==> config.mk <==
export PLATFORM = sky130hd
export DESIGN_NAME = bdac_cfg
export DESIGN_NICKNAME = d
export VERILOG_FILES = /design/src/bdac_pkg.sv /design/src/bdac_cfg.sv
export SDC_FILE = /design/constraint.sdc
export NUM_CORES = 1
export LEC_CHECK = 0
export BUFFER_PORTS_ARGS = -buffer_cell sky130_fd_sc_hd__buf_2
export CAP_MARGIN = 10
export CORE_MARGIN = 2
export CORE_UTILIZATION = 25
export DETAILED_ROUTE_END_ITERATION = 8
export SLEW_MARGIN = 20
export SYNTH_ARGS = -nofsm -noshare
export SYNTH_HDL_FRONTEND = slang
export SYNTH_SLANG_ARGS = --single-unit
==> constraint.sdc <==
create_clock -name clk -period 0.8 [get_ports clk]
set_input_delay 0.08 -clock clk [delete_from_list [all_inputs] [get_ports clk]]
set_output_delay 0.08 -clock clk [all_outputs]
set_load 0.05 [all_outputs]
==> src/bdac_pkg.sv <==
// Package for the dual bias DAC controller: register indexes, event and
// command codes, queue item and configuration types, frame constants.
// No dependencies.
`default_nettype none

package bdac_pkg;

    localparam int CFG_ADDR_W  = 3;
    localparam int CFG_DATA_W  = 15;
    localparam int CODE_W      = 12;
    localparam int COMP_W      = 13;
    localparam int PROD_W      = 28;
    localparam int MAG_W       = 26;
    localparam int QUOT_W      = 20;
    localparam int QUEUE_DEPTH = 4;

    localparam logic [CODE_W-1:0] CODE_MAX = 12'hFFF;
    localparam logic [15:0]       FRAME_A  = 16'h3000;
    localparam logic [15:0]       FRAME_B  = 16'hB000;

    // x/100 == (x * RECIP_100) >> RECIP_SHIFT for x < 2**26
    localparam logic [26:0] RECIP_100   = 27'd85899346;
    localparam int          RECIP_SHIFT = 33;

    typedef enum logic [CFG_ADDR_W-1:0] {
        CFG_BIAS_MODE = 3'd0,
        CFG_LEVEL_A   = 3'd1,
        CFG_LEVEL_B   = 3'd2,
        CFG_TC_REF    = 3'd3,
        CFG_TC_SLOPE  = 3'd4,
        CFG_TC_CLAMP  = 3'd5
    } cfg_idx_t;

    typedef enum logic [1:0] {
        KIND_TICK     = 2'd0,
        KIND_TX_START = 2'd1,
        KIND_RX_DONE  = 2'd2,
        KIND_FAULT    = 2'd3
    } kind_t;

    typedef enum logic [2:0] {
        CMD_NOP,
        CMD_TICK_IDLE,
        CMD_TICK,
        CMD_ARM,
        CMD_ZERO
    } cmd_t;

    typedef struct packed {
        cmd_t                     cmd;
        logic signed [COMP_W-1:0] comp;
    } q_item_t;

    typedef struct packed {
        logic               bias_mode;
        logic [7:0]         level_a;
        logic [7:0]         level_b;
        logic signed [11:0] tc_ref_c10;
        logic signed [14:0] tc_slope_x100;
        logic [11:0]        tc_clamp;
    } cfg_t;

endpackage

`default_nettype wire

==> src/bdac_cfg.sv <==
// Configuration register file of the dual bias DAC controller.
// Depends on bdac_pkg.
`default_nettype none

module bdac_cfg
    import bdac_pkg::*;
#(
    parameter int LEVEL_MAX = 255
)
(
    input  logic                  clk,
    input  logic                  rst_n,
    input  logic                  cfg_wr_en,
    input  logic [CFG_ADDR_W-1:0] cfg_addr,
    input  logic [CFG_DATA_W-1:0] cfg_wdata,
    output cfg_t                  cfg
);

    cfg_t       cfg_reg;
    cfg_t       cfg_next;
    logic [7:0] lvl_wr;

    assign lvl_wr = (cfg_wdata[7:0] <= 8'(LEVEL_MAX)) ? cfg_wdata[7:0] : 8'd0;

    always_comb
    begin
        cfg_next = cfg_reg;
        if (cfg_wr_en)
        begin
            unique case (cfg_idx_t'(cfg_addr))
                CFG_BIAS_MODE: cfg_next.bias_mode     = cfg_wdata[0];
                CFG_LEVEL_A:   cfg_next.level_a       = lvl_wr;
                CFG_LEVEL_B:   cfg_next.level_b       = lvl_wr;
                CFG_TC_REF:    cfg_next.tc_ref_c10    = signed'(cfg_wdata[11:0]);
                CFG_TC_SLOPE:  cfg_next.tc_slope_x100 = signed'(cfg_wdata[14:0]);
                CFG_TC_CLAMP:  cfg_next.tc_clamp      = cfg_wdata[11:0];
                default:       cfg_next = cfg_reg;
            endcase
        end
    end

    always_ff @(posedge clk or negedge rst_n)
    begin
        if (!rst_n)
        begin
            cfg_reg.bias_mode     <= 1'b0;
            cfg_reg.level_a       <= 8'd0;
            cfg_reg.level_b       <= 8'd0;
            cfg_reg.tc_ref_c10    <= 12'sd250;
            cfg_reg.tc_slope_x100 <= 15'sd0;
            cfg_reg.tc_clamp      <= 12'd400;
        end
        else
        begin
            cfg_reg <= cfg_next;
        end
    end

    assign cfg = cfg_reg;

endmodule

`default_nettype wire

==> reports/metrics.csv <==
stage;metric;value;unit
grt;largest net degree at the start of global routing;57;
worst_setup_path;CP Max Fanout;2;
cells_and_area;ant diodes;0;
grt;gr ovfl total;0;
yosys;sequential fraction of the synthesis area;64.5;%
route;Starting DRT DRC Count;25;
cells_and_area;NumNets Final;271;
yosys;#FFs+latches synth;56;
worst_setup_path;nature of the critical path endpoint;output pin;
power_and_ir_drop;VDD IR max;0.000996;V
power_and_ir_drop;Clk pwr share;15.3;%
worst_setup_path;startpoint type of the worst setup path;flop;
timing;fraction of the cycle the final worst path needs;138;%
route;final WL;5870;um
cells_and_area;area growth from synthesis to layout;80.2;%
placement;pre-CTS setup slack;-455;ps
grt;first-pass GRT wire length;9280;um
cells_and_area;post-route cell area;3950;um2
worst_setup_path;CP cell instances;buf_8;
yosys;Synth cell types;11;
grt;vias in the first global route;1656;
placement;GP Congestion;0.691;
timing;Max Fclk;0.907;GHz
timing;minimum clock period;1100;ps
power_and_ir_drop;Switching Fraction;37.8;%
status;failing checks;negative setup slack;
timing;final setup fails;104;
route;Via-to-Cell Ratio;4.22;
route;Final ANT Viol Nets;0;
worst_setup_path;Max stage delay cell, worst path;dfstp_2;
power_and_ir_drop;total power;11.8;mW
timing;Worst Tran Pin Value;322;ps
power_and_ir_drop;Power per Cell Area;2980;nW/um2
clock_tree;Clock Tree Root;clkbuf_8;
floorplan;Initial Util;25.5;%
timing;Fin. Hold Viols;0;
clock_tree;Clock Tree Buf Depth;2;
worst_setup_path;Largest delay share family, worst path;flip-flops;
floorplan;I/O pin count;77;
worst_setup_path;WP data required;720;ps
floorplan;die area;9520;um2
grt;Tot GR Track Use;12.3;%
route;routed length per instance;16.4;um
yosys;post-synthesis cell count;124;
status;status;complete, but fails checks;
yosys;syn nets;145;
worst_setup_path;crit path DAT;1020;ps
cells_and_area;number of flip-flops in the largest register;56;
timing;RSZ-0062 raised after global routing;true;
clock_tree;Sink Count;56;
timing;clk_skew;0;ps
yosys;Cell Area, Synth;2190;um2
cells_and_area;leading cell types in the layout, fill and taps excluded;81 x buf_6, 55 x mux2_4, 37 x dfrtp_2;
yosys;yosys warns;0;
route;DR DRC count;0;
worst_setup_path;critical path buffer and inverter count;1;
power_and_ir_drop;Power Internal;7.31;mW
worst_setup_path;Setup CP Type;flop to output pin;
timing;Fin Hold WS;46.3;ps
cells_and_area;ratio of cells with drive above 1 in the final layout;92.8;%
floorplan;DIE HEIGHT;97.6;um
timing;Max transition margin;78.2;%
timing;setup_tns;-13670;ps
hold_path;Min-Delay Path Class;input pin to flop;
clock_tree;CTS tree;done;
placement;DP Wirelength;3610;um
power_and_ir_drop;switching pwr;4.44;mW
route;DRT Pass-1 Iters;3;
job;Max Cap Viol;0;
floorplan;Core Region;8590;um2
cells_and_area;# fillers;729;
timing;fin worst setup slack;-303;ps
clock_tree;Clock Pin Slew Worst Setup and Hold Paths;100;ps
placement;Cell Area, Placed;2990;um2
yosys;syn_area_per_cell;17.7;um2
clock_tree;Num CTS Buffers;5;
power_and_ir_drop;Gate power share;49.1;%
placement;port bufs;76;
worst_setup_path;peak per-stage delay on the critical path;570;ps
grt;initial antenna violation count;0;
power_and_ir_drop;Pleak;1.87;nW
clock_tree;worst-skew pair later-pin latency;300;ps
floorplan;row cnt;34;
clock_tree;CTS H-tree lvls;2;
power_and_ir_drop;Reg power frac;35.5;%
route;detailed-route via count;1516;
timing;Slew Limit Fails;0;
cells_and_area;commonest non-fill, non-tap cell in the layout;buf_6;
floorplan;die width;97.6;um
==> layout make-up <==
| type | count | area, um2 | share of cell area [%] |
|---|---|---|---|
| timing repair buffer | 125 | 1330 | 33.7 |
| clock inverter | 2 | 35.0 | 0.888 |
| clock buffer | 6 | 72.6 | 1.84 |
| sequential | 56 | 1460 | 37.0 |
| tap | 108 | 135 | 3.43 |
| multi-input combinational | 62 | 913 | 23.2 |
==> metal layers <==
metal  wire length [um]  vias up  GRT usage, %
li1                   -      690             -
met2               2840       53          19.7
met1               2660      769          16.7
met4                 44        0          2.56
met5                  0        -             0
met3                323        4          3.60
==> Yosys cell counts (all sizes together) <==
library cell | number | share of area (%)
dfrtp | 47 | 54
and4bb | 2 | 1.1
nor4bb | 1 | 0.46
nor4b | 1 | 0.40
dfstp | 9 | 11
mux2 | 56 | 31
buf | 6 | 2.2
nand4b | 2 | 0.80
==> kinds of logic after synthesis <==
family                 count (synthesis)  synth area share, %
flip-flops                            56                 64.5
buffers and inverters                  6                 2.17
multiplexers                          56                 30.5
AND/OR/NAND/NOR                        6                 2.80
==> path summary, 6_finish.rpt <==
check / cells past startpoint / endpoint / slack [ps] / startpoint
setup / recovery: 1 / cfg[33] / -300 / cfg[33]
hold / removal: 2 / cfg[35] / 50 / cfg_wdata[8]
setup reg to reg: 3 / cfg[7] / -130 / cfg[7]
hold reg to reg: 1 / cfg[2] / 540 / cfg[2]
max in group asynchronous: 3 / cfg[28] / 200 / rst_n
min in group asynchronous: 3 / cfg[29] / 300 / rst_n
==> repair_timing <==
action                                  4_1_cts  5_1_grt
hold buffers                                  1        3
buffers inserted                             29        6
resized for setup                           156       12
hold endpoints to repair                     47        3
gates cloned                                  1        0
endpoints found under the setup margin       90      104
pin swaps                                     3        1
==> per-stage QoR <==
step	std cells	utilization (%)
2_1_floorplan	124	-
3_3_place_gp	313	34.8
3_5_place_dp	313	34.8
4_1_cts	352	44.7
5_1_grt	359	45.9
6_report	359	45.9
==> power by group through the flow <==
stage          combinational (mW)  clock (mW)  sequential [mW]
2_1_floorplan               0.931           0             6.24
3_3_place_gp                 4.11           0             4.01
3_5_place_dp                 4.15           0             4.02
4_1_cts                      5.64        1.90             4.15
5_1_grt                      5.98        2.03             4.25
6_report                     5.77        1.80             4.18
No activity file was read; power rests on OpenSTA's default activity.
