### src/bdac_pkg.sv
// Package for the dual bias DAC controller: register indexes, event and
// command codes, queue item and configuration types, frame constants.
// No dependencies.
`default_nettype none

package bdac_pkg;

    localparam int CFG_ADDR_W  = 3;
    localparam int CFG_DATA_W  = 15;
    localparam int CODE_W      = 12;
    localparam int COMP_W      = 13;
    localparam int PROD_W      = 28;
    localparam int MAG_W       = 26;
    localparam int QUOT_W      = 20;
    localparam int QUEUE_DEPTH = 4;

    localparam logic [CODE_W-1:0] CODE_MAX = 12'hFFF;
    localparam logic [15:0]       FRAME_A  = 16'h3000;
    localparam logic [15:0]       FRAME_B  = 16'hB000;

    // x/100 == (x * RECIP_100) >> RECIP_SHIFT for x < 2**26
    localparam logic [26:0] RECIP_100   = 27'd85899346;
    localparam int          RECIP_SHIFT = 33;

    typedef enum logic [CFG_ADDR_W-1:0] {
        CFG_BIAS_MODE = 3'd0,
        CFG_LEVEL_A   = 3'd1,
        CFG_LEVEL_B   = 3'd2,
        CFG_TC_REF    = 3'd3,
        CFG_TC_SLOPE  = 3'd4,
        CFG_TC_CLAMP  = 3'd5
    } cfg_idx_t;

    typedef enum logic [1:0] {
        KIND_TICK     = 2'd0,
        KIND_TX_START = 2'd1,
        KIND_RX_DONE  = 2'd2,
        KIND_FAULT    = 2'd3
    } kind_t;

    typedef enum logic [2:0] {
        CMD_NOP,
        CMD_TICK_IDLE,
        CMD_TICK,
        CMD_ARM,
        CMD_ZERO
    } cmd_t;

    typedef struct packed {
        cmd_t                     cmd;
        logic signed [COMP_W-1:0] comp;
    } q_item_t;

    typedef struct packed {
        logic               bias_mode;
        logic [7:0]         level_a;
        logic [7:0]         level_b;
        logic signed [11:0] tc_ref_c10;
        logic signed [14:0] tc_slope_x100;
        logic [11:0]        tc_clamp;
    } cfg_t;

endpackage

`default_nettype wire

### src/bdac_back.sv
// Back end: executes queued commands, keeps held codes, arm state and the
// step timer, and drives DAC frames through an output register.
// Depends on bdac_pkg.
`default_nettype none

module bdac_back
    import bdac_pkg::*;
#(
    parameter int LEVEL_MAX  = 255,
    parameter int STEP_TICKS = 2,
    parameter int STEP_CODE  = 256
)
(
    input  logic              clk,
    input  logic              rst_n,
    input  cfg_t              cfg,
    input  logic              q_empty,
    input  q_item_t           q_rdata,
    output logic              q_pop,
    output logic              out_valid,
    input  logic              out_ready,
    output logic              dac_channel,
    output logic [CODE_W-1:0] dac_code,
    output logic [15:0]       spi_frame,
    output logic              last_in_run
);

    localparam logic [CODE_W-1:0] STEP_C = CODE_W'(STEP_CODE);
    localparam logic [7:0]        STEP_T = 8'(STEP_TICKS);

    logic [CODE_W-1:0] lvl_tab [256];

    for (genvar g = 0; g < 256; g++)
    begin : g_lvl
        localparam int LV = ((g > LEVEL_MAX) ? LEVEL_MAX : g) * 4095 / LEVEL_MAX;
        assign lvl_tab[g] = CODE_W'(LV);
    end

    function automatic logic [CODE_W-1:0] clamp_code(input logic signed [COMP_W:0] s);
        logic [CODE_W-1:0] r;
        if (s < 0)
            r = '0;
        else if (s > $signed({2'b00, CODE_MAX}))
            r = CODE_MAX;
        else
            r = s[CODE_W-1:0];
        return r;
    endfunction

    function automatic logic [CODE_W-1:0] step_toward(input logic [CODE_W-1:0] cur,
                                                      input logic [CODE_W-1:0] tgt);
        logic [CODE_W-1:0] r;
        if (tgt > cur)
            r = ((tgt - cur) > STEP_C) ? cur + STEP_C : tgt;
        else
            r = ((cur - tgt) > STEP_C) ? cur - STEP_C : tgt;
        return r;
    endfunction

    logic [CODE_W-1:0] held_a_reg, held_a_next;
    logic [CODE_W-1:0] held_b_reg, held_b_next;
    logic              armed_reg, armed_next;
    logic [7:0]        ticks_reg, ticks_next;
    logic              pend_a_reg, pend_a_next;
    logic              pend_b_reg, pend_b_next;
    logic [CODE_W-1:0] pend_a_code_reg, pend_a_code_next;
    logic [CODE_W-1:0] pend_b_code_reg, pend_b_code_next;
    logic              out_valid_reg, out_valid_next;
    logic              out_ch_reg, out_ch_next;
    logic [CODE_W-1:0] out_code_reg, out_code_next;
    logic              out_last_reg, out_last_next;

    q_item_t                  item;
    logic signed [COMP_W-1:0] comp_eff;
    logic signed [COMP_W:0]   sum_a;
    logic signed [COMP_W:0]   sum_b;
    logic [CODE_W-1:0]        tgt_a;
    logic [CODE_W-1:0]        tgt_b;
    logic [CODE_W-1:0]        nxt_a;
    logic [CODE_W-1:0]        nxt_b;
    logic [7:0]               ticks_inc;
    logic                     load_out;
    logic                     pop_ok;

    assign item     = q_rdata;
    assign comp_eff = armed_reg ? item.comp : '0;
    assign sum_a    = (COMP_W+1)'(signed'({1'b0, lvl_tab[cfg.level_a]})) + (COMP_W+1)'(comp_eff);
    assign sum_b    = (COMP_W+1)'(signed'({1'b0, lvl_tab[cfg.level_b]})) + (COMP_W+1)'(comp_eff);
    assign tgt_a    = (armed_reg && cfg.level_a != 8'd0) ? clamp_code(sum_a) : '0;
    assign tgt_b    = (armed_reg && cfg.level_b != 8'd0) ? clamp_code(sum_b) : '0;
    assign nxt_a    = step_toward(held_a_reg, tgt_a);
    assign nxt_b    = step_toward(held_b_reg, tgt_b);
    assign ticks_inc = (ticks_reg == 8'hFF) ? ticks_reg : ticks_reg + 8'd1;

    assign load_out = (!out_valid_reg || out_ready) && (pend_a_reg || pend_b_reg);
    assign pop_ok   = !(pend_a_reg && pend_b_reg) && (!(pend_a_reg || pend_b_reg) || load_out);
    assign q_pop    = !q_empty && pop_ok;

    always_comb
    begin
        held_a_next      = held_a_reg;
        held_b_next      = held_b_reg;
        armed_next       = armed_reg;
        ticks_next       = ticks_reg;
        pend_a_next      = pend_a_reg;
        pend_b_next      = pend_b_reg;
        pend_a_code_next = pend_a_code_reg;
        pend_b_code_next = pend_b_code_reg;
        out_valid_next   = out_valid_reg && !out_ready;
        out_ch_next      = out_ch_reg;
        out_code_next    = out_code_reg;
        out_last_next    = out_last_reg;

        if (load_out)
        begin
            out_valid_next = 1'b1;
            if (pend_a_reg)
            begin
                out_ch_next   = 1'b0;
                out_code_next = pend_a_code_reg;
                out_last_next = !pend_b_reg;
                pend_a_next   = 1'b0;
            end
            else
            begin
                out_ch_next   = 1'b1;
                out_code_next = pend_b_code_reg;
                out_last_next = 1'b1;
                pend_b_next   = 1'b0;
            end
        end

        if (q_pop)
        begin
            unique case (item.cmd)
                CMD_TICK_IDLE:
                begin
                    ticks_next = ticks_inc;
                end
                CMD_TICK:
                begin
                    ticks_next = ticks_inc;
                    if ((held_a_reg != tgt_a || held_b_reg != tgt_b) && ticks_inc >= STEP_T)
                    begin
                        ticks_next = 8'd0;
                        if (held_a_reg != tgt_a)
                        begin
                            pend_a_next      = 1'b1;
                            pend_a_code_next = nxt_a;
                            held_a_next      = nxt_a;
                        end
                        if (held_b_reg != tgt_b)
                        begin
                            pend_b_next      = 1'b1;
                            pend_b_code_next = nxt_b;
                            held_b_next      = nxt_b;
                        end
                    end
                end
                CMD_ARM:
                begin
                    armed_next = 1'b1;
                    ticks_next = 8'd0;
                end
                CMD_ZERO:
                begin
                    held_a_next      = '0;
                    held_b_next      = '0;
                    armed_next       = 1'b0;
                    pend_a_next      = 1'b1;
                    pend_b_next      = 1'b1;
                    pend_a_code_next = '0;
                    pend_b_code_next = '0;
                end
                default:
                begin
                    ticks_next = ticks_reg;
                end
            endcase
        end
    end

    always_ff @(posedge clk or negedge rst_n)
    begin
        if (!rst_n)
        begin
            held_a_reg    <= '0;
            held_b_reg    <= '0;
            armed_reg     <= 1'b0;
            ticks_reg     <= 8'hFF;
            pend_a_reg    <= 1'b0;
            pend_b_reg    <= 1'b0;
            out_valid_reg <= 1'b0;
        end
        else
        begin
            held_a_reg    <= held_a_next;
            held_b_reg    <= held_b_next;
            armed_reg     <= armed_next;
            ticks_reg     <= ticks_next;
            pend_a_reg    <= pend_a_next;
            pend_b_reg    <= pend_b_next;
            out_valid_reg <= out_valid_next;
        end
    end

    always_ff @(posedge clk)
    begin
        pend_a_code_reg <= pend_a_code_next;
        pend_b_code_reg <= pend_b_code_next;
        out_ch_reg      <= out_ch_next;
        out_code_reg    <= out_code_next;
        out_last_reg    <= out_last_next;
    end

    assign out_valid   = out_valid_reg;
    assign dac_channel = out_ch_reg;
    assign dac_code    = out_code_reg;
    assign spi_frame   = (out_ch_reg ? FRAME_B : FRAME_A) | {4'h0, out_code_reg};
    assign last_in_run = out_last_reg;

    // disarming always comes with both channels forced to zero
    assert property (@(posedge clk) disable iff (!rst_n)
        !armed_reg |-> (held_a_reg == '0 && held_b_reg == '0))
        else $error("held code nonzero while disarmed");

    // a frame that is not last must have its channel B follower pending
    assert property (@(posedge clk) disable iff (!rst_n)
        (out_valid_reg && !out_last_reg) |-> pend_b_reg)
        else $error("non-final frame without pending follower");

    assert property (@(posedge clk) disable iff (!rst_n)
        (q_pop && item.cmd == CMD_ZERO) |=> (pend_a_reg && pend_b_reg && !armed_reg))
        else $error("zero command did not queue both frames");

endmodule

`default_nettype wire

### config.mk
export PLATFORM = sky130hd
export DESIGN_NAME = bdac_back
export DESIGN_NICKNAME = d
export VERILOG_FILES = /design/src/bdac_pkg.sv /design/src/bdac_back.sv
export SDC_FILE = /design/constraint.sdc
export NUM_CORES = 1
export LEC_CHECK = 0
export BUFFER_PORTS_ARGS = -buffer_cell sky130_fd_sc_hd__buf_2
export CAP_MARGIN = 20
export CORE_MARGIN = 3
export CORE_UTILIZATION = 60
export DETAILED_ROUTE_END_ITERATION = 10
export PLACE_DENSITY_LB_ADDON = 0.25
export SYNTH_ARGS = -nofsm -noshare
export SYNTH_HDL_FRONTEND = slang
export SYNTH_SLANG_ARGS = --single-unit
### constraint.sdc
create_clock -name clk -period 14.45 [get_ports clk]
set_input_delay 1.445 -clock clk [delete_from_list [all_inputs] [get_ports clk]]
set_output_delay 1.445 -clock clk [all_outputs]
set_load 0.05 [all_outputs]
==> flow_summary.yaml <==
clock_tree:
  cts_buffers: 9
  path_clk_slew_ns: 0.05
  cts_tree: "built"
  clock-sinks: 74
  cts_root_buf: "clkbuf_16"
  cts_max_level: 3
  holdBufCountCts: 0
  insertion_delay_ns: 0.33
  cts_setup_buffers: 0
  ctsResizeCount: 0
  cts_buffer_depth: 2
setup_path:
  crit_arrival_ns: 8.15
  regToRegSetupSlack_ns: 7.56
  reg2reg_depth: 23
  crit_type: "in -> reg"
  required_ns: 14.53
  crit-reg2reg-launch: "armed_reg"
  startpoint_type: "input port"
  critPathMaxFanout: 14
  endpoint_kind: "flip-flop"
  rr_endpoint: "pend_a_code_reg[10]"
hold_path:
  worstHoldEndpoint: "ticks_reg[4]"
  hp-start: "ticks_reg[4]"
  holdCritPathClass: "reg -> reg"
  min_path_cells: 2
placed_design:
  hpwl_um: 14770
  portBuffers: 64
  gp_congestion: 0.9101
  pre_cts_ws_ns: 6.197
die:
  rows: 41
  dieWidth_um: 120.8
  start_util: 0.6194
  io_pins: 108
  coreArea_um2: 12770
  die_h_um: 120.8
  dieArea_um2: 14600
cells_and_area:
  drive_gt1_frac: 0.1522
  seq_area_um2: 2052
  nets: 1095
  syn_to_final_growth_pct: 7.196
  final_common_cell: "nor2_1"
  diodes: 0
  layout_common_cells: "nor2_1 (98), inv_1 (69), buf_2 (64), ha_1 (63), o21ai_0 (52)"
  multi_input_area_um2: 5331
  fillers: 1026
detailed_routing:
  vias: 7032
  firstDrtPassIters: 5
  avgViaCountPerCell: 6.218
  ant_nets: 0
  wl_per_cell_um: 16.85
  drc: 0
  drtIter0Drc: 620
  wl_um: 19060
yosys:
  synth_seq_cells: 74
  yosysSeqAreaShare: 0.2594
  synth_enable_flop_cells: 38
  synth_area_leaders: "edfxtp_1 (14%), ha_1 (10%), dfrtp_1 (8.9%)"
  synth_top_area_frac: 0.1442
  syn_area_um2: 7911
  synth_flop_cell: "edfxtp_1"
  syn_inst: 920
  yosysWarnings: 0
  yosysUniqueCellTypes: 103
  async_reset_ff_frac: 0.4865
  synth_top_area_cell: "edfxtp_1"
  synth.avg_cell_area_um2: 8.599
power_and_ir_drop:
  power_mw: 1.448
  peakVddDrop_mv: 0.07422
  p_leak_nw: 3.695
  power_density_nw_per_um2: 170.7
timing:
  setup_viol: 0
  post-route-period-util: 0.5589
  tns_ns: 0
  rsz0062_at_grt: "false"
  worst_clock_skew_ns: 0.005193
  layout_setup_ws_ns: 6.374
  slew_viol_final: 0
  whs_ns: 0.5096
  slew_headroom: 0.3374
  worstMarginPinSlew_ns: 0.9849
  finalHoldViolCount: 0
  post-route-min-period_ns: 8.076
  fmax_mhz: 123.8
global_routing:
  grt_max_degree: 37
  grt_first_pass_wirelength_um: 30930
  grt-ovfl-total: 0
  grtUsageTotal: 0.2584
  grt_pass1_vias: 6349
  antenna_found_initial: 0
outcome:
  status: "completed"
run:
  maxCapViolations: 0
-- area by class of cell --
class,count,share of cell area
sequential,74,0.2420
multi-input combinational,732,0.6287
tap,172,0.02538
timing repair buffer,67,0.04042
clock buffer,14,0.03113
inverter,70,0.03098
clock inverter,2,0.001475
-- worst max-delay path by stage --
stage	from	end	cells past startpoint
after floorplan	cfg[44]	pend_b_code_reg[1]	29
after global placement	cfg[49]	pend_a_code_reg[10]	28
after detailed placement	cfg[49]	pend_a_code_reg[10]	28
after CTS	cfg[49]	pend_a_code_reg[10]	28
after global routing	cfg[49]	pend_a_code_reg[10]	26
final	cfg[49]	pend_a_code_reg[10]	28
-- cells by family after synthesis --
kind of cell / share of synthesized area
adders and majority gates: 0.1123
DFF: 0.2594
other: 0.0009493
and+or+nand+nor: 0.1819
buffers and inverters: 0.06721
muxes: 0.05614
AOI/OAI and AO/OA: 0.2834
xor gates and xnor gates: 0.03875
-- metal layers --
metal  track usage  part of all wire  vias up
met3       0.01356             0.048       17
met5             0                 0        -
met4       0.06799             0.013        0
met1        0.3778              0.48     3312
met2        0.4189              0.46      221
li1              -                 -     3482
-- metrics by stage --
step	instances	cell area (um^2)	util
CTS	1130	8473	0.6633
global placement	1114	8197	0.6417
floorplan	921	7915	-
detailed placement	1114	8197	0.6417
finish	1131	8481	0.6639
global route	1131	8481	0.6639
-- synthesized netlist by cell type (10+ instances only) --
| cell type | number |
|---|---|
| nand2_1 | 48 |
| mux2_2 | 16 |
| dfrtp_1 | 28 |
| ha_1 | 63 |
| and2_1 | 26 |
| clkbuf_1 | 19 |
| nand3_1 | 19 |
| xor2_1 | 14 |
| a211oi_1 | 11 |
| nor2_1 | 98 |
| buf_4 | 16 |
| nor4_1 | 10 |
| xnor2_1 | 21 |
| nand2b_1 | 13 |
| a21oi_1 | 50 |
| o21ai_0 | 52 |
| a22o_1 | 11 |
| o211ai_1 | 12 |
| inv_1 | 69 |
| nor3_1 | 22 |
| mux2i_1 | 20 |
| a21o_1 | 20 |
| edfxtp_1 | 38 |
| o21a_1 | 11 |
-- critical path, stage by stage --
cell	delay, ns
buf_2	0.15
nor2b_1	0.23
o21ai_0	0.13
maj3_1	0.35
nor2_1	0.09
a21oi_1	0.06
ha_1	0.22
fa_1	0.44
a211oi_4	0.33
o31ai_4	0.14
o211ai_4	0.23
nand4b_1	0.23
a22oi_2	0.58
nor2_1	0.11
nor2_1	0.19
ha_1	0.31
nand2_1	0.22
nor2_1	0.21
inv_1	0.08
a221oi_2	0.22
nor2_1	0.10
or3_1	0.34
a32oi_1	0.20
o2111ai_1	0.24
a2111oi_4	0.57
a21o_4	0.33
a221oi_1	0.17
and2_1	0.22
-- power breakdown --
| part | internal [mW] | switching [mW] | total [mW] |
|---|---|---|---|
| Clock | 0.125 | 0.0781 | 0.203 |
| Sequential | 0.277 | 0.0390 | 0.316 |
| Combinational | 0.382 | 0.547 | 0.929 |
No activity file was read; power rests on OpenSTA's default activity.
