===== config.mk =====
export PLATFORM = sky130hd
export DESIGN_NAME = bdac_fifo
export DESIGN_NICKNAME = d
export VERILOG_FILES = /design/src/bdac_fifo.sv
export SDC_FILE = /design/constraint.sdc
export NUM_CORES = 1
export LEC_CHECK = 0
export BUFFER_PORTS_ARGS = -buffer_cell sky130_fd_sc_hd__buf_2
export CAP_MARGIN = 15
export CORE_UTILIZATION = 38
export CTS_CLUSTER_SIZE = 30
export DETAILED_ROUTE_END_ITERATION = 8
export SYNTH_ARGS = -nofsm -noshare
export SYNTH_HDL_FRONTEND = slang
export SYNTH_SLANG_ARGS = --single-unit

===== constraint.sdc =====
create_clock -name clk -period 1.7 [get_ports clk]
set_input_delay 0.085 -clock clk [delete_from_list [all_inputs] [get_ports clk]]
set_output_delay 0.085 -clock clk [all_outputs]
set_load 0.05 [all_outputs]

===== src/bdac_fifo.sv =====
// Small flop-based FIFO that decouples the front end from the back end.
// No dependencies.
`default_nettype none

module bdac_fifo
#(
    parameter int WIDTH = 16,
    parameter int DEPTH = 4
)
(
    input  logic             clk,
    input  logic             rst_n,
    input  logic             push,
    input  logic [WIDTH-1:0] wdata,
    output logic             full,
    input  logic             pop,
    output logic [WIDTH-1:0] rdata,
    output logic             empty
);

    localparam int AW = (DEPTH > 1) ? $clog2(DEPTH) : 1;
    localparam int CW = $clog2(DEPTH + 1);

    logic [WIDTH-1:0] mem_reg [DEPTH];
    logic [AW-1:0]    wr_ptr_reg;
    logic [AW-1:0]    rd_ptr_reg;
    logic [CW-1:0]    count_reg;

    assign full  = (count_reg == CW'(DEPTH));
    assign empty = (count_reg == '0);
    assign rdata = mem_reg[rd_ptr_reg];

    always_ff @(posedge clk)
    begin
        if (push)
        begin
            mem_reg[wr_ptr_reg] <= wdata;
        end
    end

    always_ff @(posedge clk or negedge rst_n)
    begin
        if (!rst_n)
        begin
            wr_ptr_reg <= '0;
            rd_ptr_reg <= '0;
            count_reg  <= '0;
        end
        else
        begin
            if (push)
            begin
                wr_ptr_reg <= (wr_ptr_reg == AW'(DEPTH - 1)) ? '0 : wr_ptr_reg + 1'b1;
            end
            if (pop)
            begin
                rd_ptr_reg <= (rd_ptr_reg == AW'(DEPTH - 1)) ? '0 : rd_ptr_reg + 1'b1;
            end
            if (push && !pop)
            begin
                count_reg <= count_reg + 1'b1;
            end
            else if (pop && !push)
            begin
                count_reg <= count_reg - 1'b1;
            end
        end
    end

endmodule

`default_nettype wire


==> results of run 1 <==
report_power, final:
part           internal (W)  switching, W
Sequential          0.00227      0.000145
Clock              0.000813      0.000579
Combinational       0.00120       0.00166
logic make-up (layout without fill, tap and decap cells):
kind of cell | Yosys count | in the layout | synth area share
XOR/XNOR | 3 | 3 | 0.00950
buffers and inverters | 9 | 87 | 0.0217
AND/OR/NAND/NOR | 10 | 10 | 0.0194
multiplexers | 19 | 19 | 0.153
adder cells (fa/ha/maj) | 7 | 7 | 0.0344
AO/OA/AOI/OAI | 2 | 2 | 0.00362
flip-flops | 71 | 71 | 0.758
timing repair:
action | CTS | global route
buffers inserted | 1 | 1
setup endpoints to repair | 16 | 15
hold buffers | 17 | 0
endpoints found under the hold margin | 71 | 0
resized for setup | 38 | 3
cell usage in the layout (no fill, tap or decap), drive strengths merged, types with 2 or more instances in the layout:
cell type,count
edfxtp,64
buf,49
dlygate4sd3,17
mux4,16
clkbuf,9
dfrtp,7
ha,6
inv,5
and2,4
clkinv,4
mux2,3
o21ai,2
nor2,2
xor2,2
bufinv,2
critical path, cell delays in order (launching register included):
cell and delay, ps:
dfrtp_2 420, buf_12 170, mux4_2 530, buf_6 170
cell type report:
cell class	instances	area, µm²
timing repair buffer	66	571
fill	561	3300
inverter	5	18.8
multi-input combinational	41	583
tap	96	120
clock inverter	7	87.6
sequential	71	2100
clock buffer	9	124
routing by layer:
metal	share of wire	vias to the layer above	track usage
li1	-	630	-
met1	0.42	681	0.153
met2	0.52	28	0.234
met3	0.036	9	0.0427
met4	0.021	0	0.0715
met5	0	-	0
worst paths after layout:
kind	to	depth (start not counted)	from	slack [ps]
setup / recovery	rdata[14]	3	rd_ptr_reg[0]	-8
hold / removal	wr_ptr_reg[0]	2	push	50
setup reg to reg	count_reg[2]	4	count_reg[0]	300
hold reg to reg	count_reg[2]	1	count_reg[2]	510
max in group asynchronous	rd_ptr_reg[0]	2	rst_n	1410
min in group asynchronous	count_reg[0]	2	rst_n	110
metrics by stage:
stage	total power [W]	setup TNS, ps	util	hold slack (ps)	worst slack, ps
after global placement	0.00483	0	0.453	-72.4	201
after detailed placement	0.00489	0	0.453	-66.5	191
after floorplan	0.00430	0	-	-211	15.8
after CTS	0.00671	-274	0.520	22.4	-39.2
after global routing	0.00695	-744	0.522	42.4	-75.2
final	0.00666	-18.8	0.522	50.5	-7.88
==> flow_summary_export.csv, run 1 <==
group,metric,value,unit
yosys,synth_top_area_frac,0.695,
sta,tightest_slew,257,ps
global_route,antenna_found_initial,0,
floorplan,dieArea,7620,µm²
drt,drt_wl_total,4680,µm
clock_network,clk_latency,330,ps
placement,gp_congestion,0.717,
drt,drt-initial-drc-count,45,
sta,min_period,1710,ps
yosys,ys_seq_elements,71,
sta,rsz0062_at_grt,"yes",
placement,dp.cells,260,
clock_network,cts_tree,"built",
yosys,synth.avg_cell_area,22.9,µm²
clock_network,root_buffer,"clkbuf_8",
placement,postPlaceCellArea,3130,µm²
yosys,yosysWarnings,0,
yosys,synth_cell_types,20,
cells_and_area,postLayoutCellArea,3600,µm²
critical_path,cp.required,1620,ps
yosys,synth-async-reset-ratio,0.0986,
floorplan,fp-row-count,30,
yosys,synth_ff_type,"edfxtp_1",
floorplan,io_pins,38,
floorplan,dieHeight,87.3,µm
cells_and_area,instances_no_fill,295,
drt,dr.pass1.iters,3,
yosys,yosys.area.top_type,"edfxtp_1",
clock_network,cts.path.max_buffers,2,
clock_network,cts_inserted_buffers,9,
placement,io_buffers,37,
sta,finalSetupViolCount,4,
sta,hold_violations,0,
clock_network,h-tree-depth,3,
cells_and_area,largest_register_ffs,64,
outcome,outcome,"finished, violations left",
yosys,yosysMostFrequentCell,"edfxtp_1",
floorplan,initial_core_util,0.401,
sta,fmax,586,MHz
drt,ant_nets,0,
sta,finalClockSkew,4.75,ps
drt,via_per_inst,4.57,
drt,wl_per_cell,15.9,µm
yosys,synth_area_leaders,"edfxtp_1 (69%), mux4_1 (7.6%), mux4_2 (6.5%)",
yosys,synth_common_cells,"edfxtp_1 (64), mux4_1 (8), mux4_2 (8)",
yosys,synth_edf_count,64,
pwr,ir_drop,0.796,mV
yosys,ys_seq_area_frac,0.758,
cells_and_area,final_nets,221,
placement,hpwl,3030,µm
pwr,p_leak,1.32,nW
sta,post-route-period-util,1.00,
outcome,violations,"negative setup slack",
cells_and_area,num_antenna_cells,0,
drt,drcViolationCount,0,
critical_path,cp.arrival,1620,ps
yosys,syn-num-nets,148,
clock_network,cts.sinks,71,
critical_path,path_class,"reg2out",
clock_network,clk_pin_slew,70,ps
yosys,synth_area,2770,µm²
critical_path,worstSetupEndpointType,"primary output",
critical_path,cp-start-kind,"flop",
drt,dr_total_vias,1348,
sta,fin_ws,-7.88,ps
global_route,gr-usage-all-layers,0.137,
min_path,hold_path.class,"in2reg",
cells_and_area,drive_above_1_share,0.407,
floorplan,die_x,87.3,µm
global_route,grt_pass1_vias,1441,
sta,drv_slew,0,
floorplan,core_region_area,6910,µm²
global_route,overflow,0,
yosys,synthCells,121,
critical_path,path_max_fanout,10,
cells_and_area,area_growth,30.2,%
global_route,grt_max_degree,17,
flow_run,maxCapViolCount,0,
pwr,p_per_area,1850,nW/µm²
sta,slew-limit-headroom,0.828,
global_route,grt_pass1_wl,7190,µm
No activity file was read; power rests on OpenSTA's default activity.
==> run 2: changes to the inputs <==
Settings changed: CORE_ASPECT_RATIO set to 0.9, HOLD_SLACK_MARGIN set to 0.12, TNS_END_PERCENT set to 100.
==> run 2 against run 1 <==
  * The run still ends with negative setup slack left
  * Sequential cell count stayed put
  * Cell count is 0.34% lower
  * Design area is 1.2% higher
  * Clock-buffer cell count stayed put
  * Clock power is 4% higher
  * First-iteration DRC count is 58% higher
  * Combinational power is 1% higher
  * Non-clock buffer count is 2 higher
  * Hold slack better by 450 ps
  * Core utilization is 0.36 points lower
  * Die area hardly changed
  * Sequential power is 2% higher
  * Critical path type unchanged
  * Largest cell class unchanged
  * Largest power group unchanged
==> flow_summary_export.csv, run 2 (synthesis results as in run 1) <==
group,metric,value,unit
sta,rsz0062_at_grt,"yes",
sta,tightest_slew,796,ps
drt,ant_nets,0,
global_route,grt_pass1_wl,7730,µm
pwr,p_per_area,1860,nW/µm²
clock_network,clk_latency,350,ps
sta,finalSetupTns,-70.6,ps
clock_network,clk_pin_slew,70,ps
critical_path,r2r_end,"mem_reg[3][15]",
drt,drcViolationCount,0,
sta,hold_violations,0,
critical_path,cp-start-kind,"flop",
drt,wl_per_cell,16.4,µm
global_route,grt_max_degree,17,
pwr,p_sw_frac,0.360,
cells_and_area,drive_above_1_share,0.418,
floorplan,dieHeight,82.9,µm
cells_and_area,largest_register_ffs,64,
critical_path,r2r_cells,2,
sta,fin_hold_ws,497,ps
pwr,power_switching,0.00245,W
cells_and_area,final_cell_mix,"edfxtp_1 (64), buf_2 (21), dlygate4sd3_1 (20)",
pwr,power_frac_seq,0.361,
min_path,min_from,"wdata[7]",
placement,postPlaceCellArea,3120,µm²
floorplan,die_x,91.9,µm
cells_and_area,postLayoutCellArea,3650,µm²
critical_path,cp.required,1620,ps
global_route,gr-usage-all-layers,0.141,
critical_path,cp.arrival,1640,ps
floorplan,io_pins,38,
pwr,comb_power_share,0.426,
critical_path,path_max_fanout,7,
critical_path,r2r_slack,120,ps
clock_network,cts.sinks,71,
sta,min_period,1720,ps
sta,fin_ws,-23.0,ps
sta,fmax,580,MHz
clock_network,h-tree-depth,3,
global_route,grt_pass1_vias,1537,
pwr,internal_power,0.00435,W
outcome,violations,"negative setup slack",
floorplan,dieArea,7630,µm²
critical_path,r2r_start,"wr_ptr_reg[0]",
cells_and_area,num_antenna_cells,0,
critical_path,worstSetupEndpointType,"primary output",
placement,hpwl,3060,µm
placement,io_buffers,37,
drt,drt_wl_total,4820,µm
pwr,design_power_total,0.00679,W
pwr,power_frac_clock,0.213,
critical_path,startpoint,"rd_ptr_reg[0]",
pwr,ir_drop,0.909,mV
flow_run,maxCapViolCount,0,
global_route,antenna_found_initial,0,
drt,dr.pass1.iters,4,
floorplan,initial_core_util,0.393,
sta,post-route-period-util,1.01,
sta,slew-limit-headroom,0.469,
sta,finalClockSkew,14.1,ps
min_path,whs_endpoint,"mem_reg[0][7]",
cells_and_area,area_growth,31.8,%
global_route,overflow,0,
cells_and_area,final_nets,223,
sta,finalSetupViolCount,5,
floorplan,fp-row-count,29,
floorplan,core_region_area,7040,µm²
clock_network,cts_inserted_buffers,9,
min_path,hold_depth,2,
drt,via_per_inst,4.81,
outcome,outcome,"finished, violations left",
cells_and_area,final_util,0.518,
pwr,p_leak,1.34,nW
min_path,hold_path.class,"in2reg",
cells_and_area,layout_commonest_cell,"edfxtp_1",
sta,drv_slew,0,
clock_network,cts.path.max_buffers,2,
clock_network,cts_tree,"built",
drt,dr_total_vias,1413,
critical_path,path_class,"reg2out",
drt,drt-initial-drc-count,71,
clock_network,root_buffer,"clkbuf_8",
placement,gp_congestion,0.611,
==> run 2: worst max-delay path by stage <==
| stage | slack, ps | end | cells after the start |
|---|---|---|---|
| after floorplan | 20 | full | 1 |
| after global placement | 130 | mem_reg[3][10] | 2 |
| after detailed placement | 80 | mem_reg[3][10] | 2 |
| after CTS | -110 | rdata[3] | 4 |
| after global routing | -80 | rdata[14] | 3 |
| final | -20 | rdata[11] | 3 |
==> run 2: layout make-up <==
cell class	count	area, µm²
Clock buffer	9	124
Clock inverter	7	95.1
Fill cell	588	3390
Inverter	5	18.8
Multi-Input combinational cell	41	579
Sequential cell	71	2100
Tap cell	93	116
Timing Repair Buffer	68	613
==> run 2: critical path, cell delays in order (launching register included) <==
cell     delay [ps]
dfrtp_2         440
buf_12          150
mux4_2          530
buf_6           180
==> run 2: metrics by stage <==
step	setup WS, ps	std cells
after CTS	-106	294
after detailed placement	76.0	256
after global placement	131	256
final	-23.0	294
after global routing	-82.5	294
after floorplan	15.8	121
==> run 2: repair_timing <==
item                                    CTS  global route
endpoints found under the setup margin   16            16
buffers inserted                          1             1
gates resized for setup                  41             4
endpoints found under the hold margin    75             0
gates cloned                              1             0
hold buffers                             20             0
==> run 2: power groups by stage <==
stage | combinational, W | clock, W | sequential, W
after global routing | 0.00306 | 0.00155 | 0.00249
final | 0.00290 | 0.00144 | 0.00245
after detailed placement | 0.00243 | 0 | 0.00246
after CTS | 0.00298 | 0.00148 | 0.00245
after floorplan | 0.00191 | 0 | 0.00239
after global placement | 0.00237 | 0 | 0.00244
==> run 2: layer usage <==
metal / vias up / wire [µm] / global-route usage
met5: - / 0 / 0
met3: 8 / 223 / 0.0522
met1: 732 / 2040 / 0.158
li1: 633 / - / -
met4: 0 / 63 / 0.0639
met2: 40 / 2490 / 0.239
==> run 3: changes to the inputs <==
Settings changed: BUFFER_PORTS_ARGS -buffer_cell sky130_fd_sc_hd__buf_2 to not set, DONT_BUFFER_PORTS set to 1.
==> run 3 against run 2 <==
  * The run now ends clean
  * Register-to-register slack better by 200 ps
  * Critical endpoint is now rdata[2]
  * Non-clock buffer count shrank 30
  * Die area did not move
  * Sequential power about the same
  * Largest cell class unchanged
  * Clock power down 5%
  * First-iteration DRC count up 13%
  * Global-route usage is 0.88 points lower
  * Core utilization decreased by 2.7 points
  * Hold slack worse by 290 ps
==> flow_summary_export.csv, run 3 (synthesis results as in run 1) <==
group,metric,value,unit
placement,gp_congestion,0.669,
cells_and_area,final_cell_mix,"edfxtp_1 (64), dlygate4sd3_1 (20), mux4_2 (16)",
floorplan,die_x,91.9,µm
critical_path,worstSetupEndpointType,"primary output",
sta,fin_ws,27.4,ps
critical_path,cp_top_family,"multiplexers",
cells_and_area,drive_above_1_share,0.306,
global_route,antenna_found_initial,0,
floorplan,dieArea,7630,µm²
drt,drt_wl_total,4500,µm
global_route,grt_max_degree,17,
clock_network,h-tree-depth,3,
floorplan,core_region_area,7040,µm²
floorplan,fp-row-count,29,
critical_path,cp.required,1620,ps
pwr,p_leak,1.19,nW
cells_and_area,final_nets,193,
clock_network,clk_latency,330,ps
floorplan,dieHeight,82.9,µm
sta,drv_slew,0,
sta,finalClockSkew,5.13,ps
cells_and_area,area_growth,24.8,%
outcome,outcome,"finished, final reports clean",
cells_and_area,num_antenna_cells,0,
placement,io_buffers,0,
sta,slew-limit-headroom,0.779,
global_route,overflow,0,
sta,fmax,598,MHz
global_route,grt_pass1_vias,1418,
critical_path,cp.arrival,1590,ps
cells_and_area,largest_register_ffs,64,
critical_path,path_max_fanout,9,
placement,hpwl,2890,µm
drt,ant_nets,0,
clock_network,cts.sinks,71,
sta,tightest_slew,330,ps
clock_network,cts.path.max_buffers,2,
sta,rsz0062_at_grt,"yes",
floorplan,initial_core_util,0.393,
floorplan,io_pins,38,
drt,drcViolationCount,0,
clock_network,cts_tree,"built",
critical_path,cp-start-kind,"flop",
critical_path,path_class,"reg2out",
sta,hold_violations,0,
critical_path,crit_buf_inv,2,
placement,pre_cts_ws,214,ps
global_route,gr-usage-all-layers,0.132,
drt,dr_total_vias,1279,
clock_network,root_buffer,"clkbuf_8",
pwr,ir_drop,0.901,mV
flow_run,maxCapViolCount,0,
sta,post-route-period-util,0.984,
cells_and_area,layout_commonest_cell,"edfxtp_1",
sta,min_period,1670,ps
min_path,hold_path.class,"in2reg",
drt,wl_per_cell,17.1,µm
cells_and_area,final_util,0.491,
clock_network,clk_pin_slew,70,ps
pwr,p_per_area,1860,nW/µm²
drt,via_per_inst,4.86,
drt,drt-initial-drc-count,80,
global_route,grt_pass1_wl,7260,µm
clock_network,cts_inserted_buffers,9,
critical_path,slowest_delay,520,ps
critical_path,crit_path_top_delay_cell,"mux4_2",
sta,finalSetupViolCount,0,
critical_path,cp_cell_sequence,"buf_12 > mux4_2 > buf_6",
drt,dr.pass1.iters,4,
-- run 3: timing repair --
| action | 4_1_cts | 5_1_grt |
|---|---|---|
| hold endpoints to repair | 77 | 0 |
| buffers inserted | 1 | 0 |
| gates resized for setup | 16 | 3 |
| setup endpoints to repair | 16 | 13 |
| hold buffers | 20 | 0 |
| gates cloned | 0 | 0 |
-- run 3: final cells by class --
| class | count | area, µm² |
|---|---|---|
| Clock buffer | 11 | 131 |
| Clock inverter | 4 | 71.3 |
| Fill cell | 584 | 3590 |
| Inverter | 5 | 18.8 |
| Multi-Input combinational cell | 41 | 584 |
| Sequential cell | 71 | 2100 |
| Tap cell | 93 | 116 |
| Timing Repair Buffer | 38 | 432 |
-- run 3: metrics by stage --
stage,TNS (ps),instances,hold slack [ps],total power [W],cell area [µm²]
global route,-211,263,209,0.00670,3450
global placement,0,227,-210,0.00481,3040
CTS,-58.6,263,198,0.00648,3460
finish,0,263,205,0.00641,3450
detailed placement,0,227,-210,0.00488,3040
floorplan,0,121,-211,0.00430,2770
-- run 3: worst paths after layout --
| check | start | depth (start not counted) | to | slack [ps] |
|---|---|---|---|---|
| setup / recovery | rd_ptr_reg[0] | 3 | rdata[2] | 30 |
| hold / removal | push | 2 | mem_reg[1][4] | 210 |
| setup reg to reg | count_reg[0] | 4 | count_reg[2] | 320 |
| hold reg to reg | count_reg[2] | 1 | count_reg[2] | 510 |
| max in group asynchronous | rst_n | 2 | rd_ptr_reg[0] | 820 |
| min in group asynchronous | rst_n | 2 | rd_ptr_reg[1] | 610 |
-- run 3: routing by layer --
metal / GRT usage / vias to the layer above / part of all wire
met3: 0.0522 / 7 / 0.049
met4: 0.0469 / 0 / 0.012
met1: 0.146 / 663 / 0.40
met5: 0 / - / 0
li1: - / 573 / -
met2: 0.231 / 36 / 0.54
-- run 3: power breakdown --
| group | total, W | leakage (nW) | switching, W | internal (W) |
|---|---|---|---|---|
| Clock | 0.00137 | 0.0971 | 0.000554 | 0.000814 |
| Combinational | 0.00260 | 0.426 | 0.00158 | 0.00102 |
| Sequential | 0.00244 | 0.669 | 0.000174 | 0.00227 |
| Total | 0.00641 | 1.19 | 0.00231 | 0.00410 |
