<file path="src/bdac_pkg.sv">
// Package for the dual bias DAC controller: register indexes, event and
// command codes, queue item and configuration types, frame constants.
// No dependencies.
`default_nettype none

package bdac_pkg;

    localparam int CFG_ADDR_W  = 3;
    localparam int CFG_DATA_W  = 15;
    localparam int CODE_W      = 12;
    localparam int COMP_W      = 13;
    localparam int PROD_W      = 28;
    localparam int MAG_W       = 26;
    localparam int QUOT_W      = 20;
    localparam int QUEUE_DEPTH = 4;

    localparam logic [CODE_W-1:0] CODE_MAX = 12'hFFF;
    localparam logic [15:0]       FRAME_A  = 16'h3000;
    localparam logic [15:0]       FRAME_B  = 16'hB000;

    // x/100 == (x * RECIP_100) >> RECIP_SHIFT for x < 2**26
    localparam logic [26:0] RECIP_100   = 27'd85899346;
    localparam int          RECIP_SHIFT = 33;

    typedef enum logic [CFG_ADDR_W-1:0] {
        CFG_BIAS_MODE = 3'd0,
        CFG_LEVEL_A   = 3'd1,
        CFG_LEVEL_B   = 3'd2,
        CFG_TC_REF    = 3'd3,
        CFG_TC_SLOPE  = 3'd4,
        CFG_TC_CLAMP  = 3'd5
    } cfg_idx_t;

    typedef enum logic [1:0] {
        KIND_TICK     = 2'd0,
        KIND_TX_START = 2'd1,
        KIND_RX_DONE  = 2'd2,
        KIND_FAULT    = 2'd3
    } kind_t;

    typedef enum logic [2:0] {
        CMD_NOP,
        CMD_TICK_IDLE,
        CMD_TICK,
        CMD_ARM,
        CMD_ZERO
    } cmd_t;

    typedef struct packed {
        cmd_t                     cmd;
        logic signed [COMP_W-1:0] comp;
    } q_item_t;

    typedef struct packed {
        logic               bias_mode;
        logic [7:0]         level_a;
        logic [7:0]         level_b;
        logic signed [11:0] tc_ref_c10;
        logic signed [14:0] tc_slope_x100;
        logic [11:0]        tc_clamp;
    } cfg_t;

endpackage

`default_nettype wire

</file>
<file path="src/bdac_front.sv">
// Front end: accepts event items, classifies them and computes the
// temperature compensation in a two-stage pipeline. Depends on bdac_pkg.
`default_nettype none

module bdac_front
    import bdac_pkg::*;
(
    input  logic        clk,
    input  logic        rst_n,
    input  cfg_t        cfg,
    input  logic        in_valid,
    output logic        in_ready,
    input  logic [1:0]  kind,
    input  logic [11:0] temp_c10,
    input  logic        cal_busy,
    input  logic        q_full,
    output logic        q_push,
    output q_item_t     q_wdata
);

    cmd_t                     in_cmd;
    logic signed [COMP_W-1:0] diff;
    logic signed [PROD_W-1:0] prod;
    logic                     adv1;
    logic                     adv2;

    logic                     s1_v_reg;
    cmd_t                     s1_cmd_reg;
    logic signed [PROD_W-1:0] s1_prod_reg;

    logic                     s2_v_reg;
    cmd_t                     s2_cmd_reg;
    logic [QUOT_W-1:0]        s2_quot_reg;
    logic                     s2_pos_reg;

    logic [MAG_W-1:0]         mag;
    logic [MAG_W+26:0]        scaled;
    logic [QUOT_W-1:0]        quot;
    logic [CODE_W-1:0]        cmag;
    logic signed [COMP_W-1:0] cq;

    always_comb
    begin
        unique case (kind_t'(kind))
            KIND_TICK:     in_cmd = (cal_busy || !cfg.bias_mode) ? CMD_TICK_IDLE : CMD_TICK;
            KIND_TX_START: in_cmd = (cfg.bias_mode && !cal_busy) ? CMD_ARM : CMD_NOP;
            KIND_RX_DONE:  in_cmd = cfg.bias_mode ? CMD_ZERO : CMD_NOP;
            KIND_FAULT:    in_cmd = CMD_ZERO;
            default:       in_cmd = CMD_NOP;
        endcase
    end

    assign diff = COMP_W'(signed'(temp_c10)) - COMP_W'(cfg.tc_ref_c10);
    assign prod = PROD_W'(diff) * PROD_W'(cfg.tc_slope_x100);

    assign mag    = s1_prod_reg[PROD_W-1] ? MAG_W'(-s1_prod_reg) : MAG_W'(s1_prod_reg);
    assign scaled = (MAG_W+27)'(mag) * (MAG_W+27)'(RECIP_100);
    assign quot   = scaled[RECIP_SHIFT +: QUOT_W];

    // clamp to tc_clamp, then drop to a multiple of 4 toward zero
    assign cmag = (s2_quot_reg > QUOT_W'(cfg.tc_clamp)) ? cfg.tc_clamp
                                                        : s2_quot_reg[CODE_W-1:0];
    assign cq   = signed'({1'b0, cmag[CODE_W-1:2], 2'b00});

    assign adv2     = !s2_v_reg || !q_full;
    assign adv1     = !s1_v_reg || adv2;
    assign in_ready = adv1;
    assign q_push   = s2_v_reg && !q_full;

    assign q_wdata.cmd  = s2_cmd_reg;
    assign q_wdata.comp = s2_pos_reg ? cq : -cq;

    always_ff @(posedge clk or negedge rst_n)
    begin
        if (!rst_n)
        begin
            s1_v_reg <= 1'b0;
            s2_v_reg <= 1'b0;
        end
        else
        begin
            if (adv1)
            begin
                s1_v_reg <= in_valid && (in_cmd != CMD_NOP);
            end
            if (adv2)
            begin
                s2_v_reg <= s1_v_reg;
            end
        end
    end

    always_ff @(posedge clk)
    begin
        if (adv1)
        begin
            s1_cmd_reg  <= in_cmd;
            s1_prod_reg <= prod;
        end
        if (adv2)
        begin
            s2_cmd_reg  <= s1_cmd_reg;
            s2_quot_reg <= quot;
            s2_pos_reg  <= s1_prod_reg[PROD_W-1];
        end
    end

endmodule

`default_nettype wire

</file>
<file path="config.mk">
export PLATFORM = sky130hd
export DESIGN_NAME = bdac_front
export DESIGN_NICKNAME = d
export VERILOG_FILES = /design/src/bdac_pkg.sv /design/src/bdac_front.sv
export SDC_FILE = /design/constraint.sdc
export NUM_CORES = 1
export LEC_CHECK = 0
export BUFFER_PORTS_ARGS = -buffer_cell sky130_fd_sc_hd__buf_2
export CAP_MARGIN = 0
export CORE_UTILIZATION = 60
export DETAILED_ROUTE_END_ITERATION = 10
export PLACE_DENSITY_LB_ADDON = 0.15
export SKIP_LAST_GASP = 1
export SLEW_MARGIN = 5
export SYNTH_ARGS = -nofsm -noshare
export SYNTH_HDL_FRONTEND = slang
export SYNTH_SLANG_ARGS = --single-unit
</file>
<file path="constraint.sdc">
create_clock -name clk -period 8.66 [get_ports clk]
set_input_delay 1.299 -clock clk [delete_from_list [all_inputs] [get_ports clk]]
set_output_delay 1.299 -clock clk [all_outputs]
set_load 0.02 [all_outputs]
</file>
==> results of run 1 <==
through the flow:
| step | cell area [um2] | util [%] |
|---|---|---|
| after global routing | 23900 | 66.7 |
| after detailed placement | 23700 | 66.1 |
| after floorplan | 22100 | - |
| after CTS | 23800 | 66.5 |
| final | 23900 | 66.7 |
| after global placement | 23700 | 66.1 |
kinds of logic after synthesis:
kind of cell,after synthesis,share of synthesized area [%]
fa+ha+maj,816,60.7
buf+inv,657,11.3
simple gates,395,9.24
compound gates,239,7.24
xor+xnor,90,3.61
flops,56,7.58
mux,8,0.369
other cells,1,0.0170
worst paths after layout:
kind	startpoint	end	slack, ns	cells after the start
setup / recovery	cfg[27]	s1_prod_reg[22]	0.20	30
hold / removal	s1_cmd_reg[2]	s2_cmd_reg[2]	0.43	0
setup reg to reg	s1_prod_reg[6]	s2_quot_reg[13]	0.36	26
hold reg to reg	s1_cmd_reg[2]	s2_cmd_reg[2]	0.43	0
max in group asynchronous	rst_n	s1_v_reg	7.81	1
min in group asynchronous	rst_n	s2_v_reg	0.75	1
cell usage in the layout (no fill, tap or decap), types with 4 or more instances in the layout:
master,instances
o21a_1,6
and2_1,40
ha_1,393
nand2b_1,22
xor2_1,26
fa_1,423
a211oi_1,4
nor2_1,63
o211ai_1,8
xnor2_1,60
or2_2,6
nand3_1,24
and3_1,13
o311ai_0,5
nor3b_1,9
o21bai_1,6
nand2_1,109
or3_1,8
inv_1,617
mux2i_1,7
a21oi_1,62
buf_2,74
clkbuf_16,5
o21ai_0,38
a31oi_1,20
nor3_1,39
a21o_1,26
nor2b_1,20
edfxtp_1,54
o21ai_1,5
a2111oi_0,4
buf_4,110
nand4_1,18
o31a_1,8
nor4_1,8
o31ai_1,7
cell type report:
| class | count | area [um2] |
|---|---|---|
| Multi-Input combinational cell | 1550 | 18000 |
| Sequential cell | 56 | 1670 |
| Inverter | 618 | 2320 |
| Clock inverter | 2 | 38.8 |
| Clock buffer | 6 | 129 |
| Timing Repair Buffer | 184 | 1200 |
| Tap cell | 461 | 577 |
| Fill cell | 2843 | 11900 |
Yosys cell counts (34+ instances only):
cell | count | area share (%)
xnor2_1 | 63 | 2.5
o21ai_0 | 41 | 0.93
a21oi_1 | 64 | 1.5
edfxtp_1 | 54 | 7.4
fa_1 | 423 | 38
inv_1 | 617 | 11
nor3_1 | 39 | 0.88
clkbuf_1 | 34 | 0.58
ha_1 | 393 | 22
and2_1 | 40 | 1.1
nor2_1 | 63 | 1.1
nand2_1 | 109 | 1.9
per-layer routing:
layer,global-route usage (%),up-vias,share of wire (%)
met5,0,-,0
li1,-,7441,-
met1,34.3,7786,41
met4,10.1,0,3.9
met2,50.2,459,51
met3,2.97,111,4.8
timing repair:
item / CTS / global route
pin swaps: 0 / 6
endpoints found under the hold margin: 0 / 0
gates resized for setup: 1 / 14
endpoints found under the setup margin: 2 / 14
setup buffers: 0 / 1
==> impl_metrics.yaml, run 1 <==
grt:
  grt_pass1_vias: 17100
  overflow: 0
  grt_pass1_wl_mm: 82.4
  antenna_found_initial: 0
  grt_max_degree: 33
  grtUsageTotal_pct: 27.8
layout:
  largest_reg_flops: 27
  drive_above_1_share_pct: 9.27
  diodes: 0
  final_cells: 2877
  nets: 3306
  syn_to_final_growth_pct: 8.40
setup_path:
  required_ns: 8.72
  path_buf_inv: 5
  end_kind: "flop"
  slowest_delay_ns: 0.53
  slowest_stage: "fa_1"
  crit_type: "input pin to flop"
  critPathMaxFanout: 4
  path_delay_family: "adder cells"
  timing.critical_path.arrival_ns: 8.52
  worst_setup_path_start_kind: "input pin"
  crit_top_cell: "fa_1"
detailed_routing:
  via_count: 15800
  via_per_inst: 5.49
  route.detailed.drc: 0
  totalWireLength_mm: 50.3
  first_pass_iters: 5
  route.detailed.wl_per_inst_um: 17.5
  drt-initial-drc-count: 670
  detail-route-antenna-nets: 0
floorplan:
  initial_core_util_pct: 61.6
  io_pins: 93
  core.rowCount: 69
  die_y_um: 194
  design.core.area_um2: 35800
  die_area_um2: 37500
  dieWidth_um: 194
timing:
  hold_viol: 0
  finalMaxSlewViolations: 0
  skew_ns: 0.00911
  whs_ns: 0.426
  relSlewSlack_pct: 27.6
  min_period_over_period_pct: 97.7
  fin_crit_ns: 8.46
  worstMarginPinSlew_ns: 1.08
  setup_viol: 0
  setup_slack_ns: 0.196
  fmax_mhz: 118
  setup_tns_ns: 0
clock_network:
  holdBufCountCts: 0
  clock-sinks: 56
  cts_tree: "yes"
  worstSkewPairLatency_ns: 0.32
  cts_root_buf: "clkbuf_16"
  numCtsBuffers: 5
  clock_path_buffers: 2
  htree_levels: 2
  path_clk_slew_ns: 0.07
placement:
  dp_slack_ns: -0.396
  port_buffers: 74
  place_congestion: 0.957
  hpwl_mm: 45.1
  placedCellCount: 2868
logic_synthesis:
  yosys_most_used_dff: "edfxtp_1"
  synth_cell_types: 71
  ys_ff_latch: 56
  ys_seq_area_share_pct: 7.58
  synth_edf_count: 54
  synth_warnings: 0
  synth.avg_cell_area_um2: 9.75
  synthArstFlopShare_pct: 3.57
  netlist_area_um2: 22100
  synth_cells: 2262
flow_run:
  cap_violations: 0
run_status:
  status: "finished clean"
worst_hold_path:
  hold_class: "flop to flop"
Power of run 1 is not shown: default switching activity piles up to over one toggle a cycle in this logic, so the estimate is an artifact.
==> inputs of run 2 (changes only) <==
CTS_BUF_LIST = sky130_fd_sc_hd__clkbuf_4   (was not set)
==> impl_metrics.yaml, run 2 (synthesis results as in run 1) <==
grt:
  overflow: 0
  grt_max_degree: 33
  grt_pass1_wl_mm: 82.4
  antenna_found_initial: 1
  grt_pass1_vias: 17100
  grtUsageTotal_pct: 27.7
setup_path:
  critPathMaxFanout: 4
  timing.rr.start: "s1_prod_reg[6]"
  end_kind: "flop"
  slowest_delay_ns: 0.53
  timing.critical_path.arrival_ns: 8.58
  crit_top_cell: "fa_1"
  required_ns: 8.84
  crit_type: "input pin to flop"
  path_depth: 30
  slowest_stage: "fa_1"
  path_delay_family: "adder cells"
  regToRegSetupSlack_ns: 0.36
  ff2ff_path_depth: 26
  worst_setup_path_start_kind: "input pin"
  reg2reg_to: "s2_quot_reg[13]"
  path_buf_inv: 5
timing:
  worstMarginPinSlew_ns: 1.08
  fmax_mhz: 119
  min_period_over_period_pct: 97.0
  setup_slack_ns: 0.259
  relSlewSlack_pct: 27.7
  skew_ns: 0.0193
  finalMaxSlewViolations: 0
  rsz0062_at_grt: "true"
  fin_crit_ns: 8.40
  setup_viol: 0
  hold_viol: 0
layout:
  nets: 3305
  final_cells: 2877
  syn_to_final_growth_pct: 7.89
  layout_commonest_cell: "inv_1"
  largest_reg_flops: 27
  drive_above_1_share_pct: 9.19
  final_cell_mix: "inv_1 (617), fa_1 (423), ha_1 (393)"
  design_area_um2: 23800
clock_network:
  cts_resized: 0
  worstSkewPairLatency_ns: 0.43
  htree_levels: 2
  path_clk_slew_ns: 0.16
  cts_root_buf: "clkbuf_4"
  clock-sinks: 56
  holdBufCountCts: 0
  numCtsBuffers: 5
  cts_setup_buffers: 0
  clock_path_buffers: 2
  cts_tree: "yes"
worst_hold_path:
  whs_path_depth: 0
  min_to: "s2_cmd_reg[2]"
  hold_class: "flop to flop"
  hold_path_startpoint: "s1_cmd_reg[2]"
floorplan:
  core.rowCount: 69
  die_y_um: 194
  initial_core_util_pct: 61.6
  die_area_um2: 37500
  design.core.area_um2: 35800
  io_pins: 93
  dieWidth_um: 194
placement:
  dp_slack_ns: -0.396
  placedCellCount: 2868
  place_congestion: 0.957
  port_buffers: 74
  hpwl_mm: 45.1
  placed_area_um2: 23700
detailed_routing:
  totalWireLength_mm: 50.0
  route.detailed.drc: 0
  first_pass_iters: 5
  via_count: 15800
  drt-initial-drc-count: 671
  detail-route-antenna-nets: 0
  via_per_inst: 5.48
  route.detailed.wl_per_inst_um: 17.4
flow_run:
  cap_violations: 0
run_status:
  status: "finished clean"
## run 2: layout make-up
cell class                      count  area [um2]
Clock buffer                        6        45.0
Fill cell                        2866       12000
Multi-Input combinational cell   1550       18000
Antenna cell                        1        2.50
Timing Repair Buffer              183        1190
Tap cell                          461         577
Inverter                          618        2320
Sequential cell                    56        1670
Clock inverter                      2        38.8
## run 2: through the flow
step | setup TNS [ns] | hold slack (ns) | utilization (%)
final | 0 | 0.445 | 66.4
after global routing | -0.0101 | 0.459 | 66.4
after CTS | 0 | 0.450 | 66.3
after detailed placement | -1.24 | 0.412 | 66.1
after global placement | -0.411 | 0.406 | 66.1
after floorplan | 0 | 0.400 | -
## run 2: per-layer routing
metal  share of wire [%]  GRT usage, %
met4                 3.8          10.3
met3                 4.6          2.64
met1                  41          34.4
met5                   0             0
met2                  50          50.1
## run 2: how the worst max path moves through the flow
stage                startpoint         endpoint  slack (ns)
detailed placement      cfg[27]  s1_prod_reg[22]       -0.40
global route            cfg[27]  s1_prod_reg[22]       -0.01
CTS                     cfg[27]  s1_prod_reg[22]        0.09
global placement        cfg[27]  s1_prod_reg[22]       -0.22
finish                  cfg[27]  s1_prod_reg[22]        0.26
floorplan           temp_c10[0]  s1_prod_reg[24]        0.10
Power of run 2 is left out for the same reason.
==> inputs of run 3 (changes only) <==
CORE_UTILIZATION = 66   (was 60)
==> impl_metrics.yaml, run 3 (synthesis results as in run 1) <==
placement:
  port_buffers: 74
  placed_area_um2: 23700
  hpwl_mm: 44.7
  dp_slack_ns: -0.478
  place_congestion: 0.988
flow_run:
  cap_violations: 0
timing:
  skew_ns: 0.0182
  hold_viol: 0
  finalMaxSlewViolations: 0
  fin_crit_ns: 8.38
  worstMarginPinSlew_ns: 1.01
  fmax_mhz: 119
  setup_slack_ns: 0.278
  relSlewSlack_pct: 32.7
  min_period_over_period_pct: 96.8
  rsz0062_at_grt: "true"
  setup_viol: 0
setup_path:
  crit_type: "input pin to flop"
  slowest_stage: "fa_1"
  worst_setup_path_start_kind: "input pin"
  end_kind: "flop"
  slowest_delay_ns: 0.56
  required_ns: 8.89
  critPathMaxFanout: 4
  timing.critical_path.arrival_ns: 8.61
  crit_top_cell: "fa_1"
layout:
  nets: 3311
  largest_reg_flops: 27
  design_area_um2: 23800
  drive_above_1_share_pct: 9.33
  final_cell_mix: "inv_1 (617), fa_1 (423), ha_1 (393)"
  layout_commonest_cell: "inv_1"
  syn_to_final_growth_pct: 7.94
clock_network:
  htree_levels: 2
  clock-sinks: 56
  worstSkewPairLatency_ns: 0.45
  cts_tree: "yes"
  numCtsBuffers: 5
  clock_path_buffers: 2
  cts_root_buf: "clkbuf_4"
  path_clk_slew_ns: 0.16
  holdBufCountCts: 0
detailed_routing:
  totalWireLength_mm: 50.0
  drt-initial-drc-count: 785
  first_pass_iters: 5
  detail-route-antenna-nets: 0
  via_per_inst: 5.57
  via_count: 15900
  route.detailed.wl_per_inst_um: 17.5
  route.detailed.drc: 0
floorplan:
  dieWidth_um: 185
  die_area_um2: 34200
  core.rowCount: 66
  io_pins: 93
  design.core.area_um2: 32700
  initial_core_util_pct: 67.4
  die_y_um: 185
grt:
  overflow: 0
  grt_max_degree: 33
  antenna_found_initial: 1
  grtUsageTotal_pct: 31.2
  grt_pass1_vias: 17200
  grt_pass1_wl_mm: 82.6
run_status:
  status: "finished clean"
worst_hold_path:
  hold_class: "flop to flop"
[run 3: changes by cell type in the layout (fill, tap and decap cells not counted)]
cell	previous run	this run
a21boi_0	3	2
a21oi_1	63	64
o21ai_2	1	0
nor3_2	0	1
xnor2_1	61	62
a21oi_2	1	0
a21boi_1	2	3
xnor2_2	2	1
buf_4	109	115
o21ai_1	3	4
nor3_1	39	38
[run 3: worst paths after layout]
path                                     start              end  slack (ns)  cells after the start
max in group asynchronous                rst_n         s1_v_reg        7.97                      1
worst min register to register   s1_cmd_reg[2]    s2_cmd_reg[2]        0.45                      0
min in group asynchronous                rst_n         s2_v_reg        0.60                      1
worst max-delay path                   cfg[27]  s1_prod_reg[24]        0.28                     30
worst min-delay path             s1_cmd_reg[2]    s2_cmd_reg[2]        0.45                      0
worst max register to register  s1_prod_reg[5]   s2_quot_reg[8]        0.37                     29
[run 3: through the flow]
stage                     utilization [%]  hold WS [ns]   TNS, ns  cells
after floorplan                         -         0.400         0   2263
after global placement               72.4         0.401    -0.346   2852
after detailed placement             72.4         0.416     -1.43   2852
after CTS                            72.6         0.455         0   2860
after global routing                 72.8         0.462  -0.00490   2864
final                                72.8         0.448         0   2864
[run 3: layout make-up]
class,instances,area (um2)
timing repair buffer,189,1230
inverter,618,2320
fill,2434,8890
clock inverter,2,38.8
multi-input combinational,1550,17900
antenna,1,2.50
sequential,56,1670
clock buffer,6,45.0
tap,442,553
[run 3: per-layer routing]
metal / vias to the layer above / track usage, % / share of wire, %
met5: - / 0 / 0
met4: 0 / 10.2 / 3.4
met3: 89 / 2.32 / 3.9
met2: 447 / 57.0 / 52
met1: 7947 / 39.0 / 41
li1: 7457 / - / -
[run 3: critical path, delay by kind of cell]
family	cells	cell delay (ns)
fa+ha+maj	9	4.04
compound gates	12	2.23
buf+inv	6	0.58
simple gates	2	0.37
xor+xnor	1	0.12
[run 3: what timing repair did]
| item | in CTS | in global routing |
|---|---|---|
| buffers inserted | 0 | 3 |
| resized for setup | 0 | 10 |
| setup endpoints to repair | 0 | 8 |
Power of run 3 is left out for the same reason.
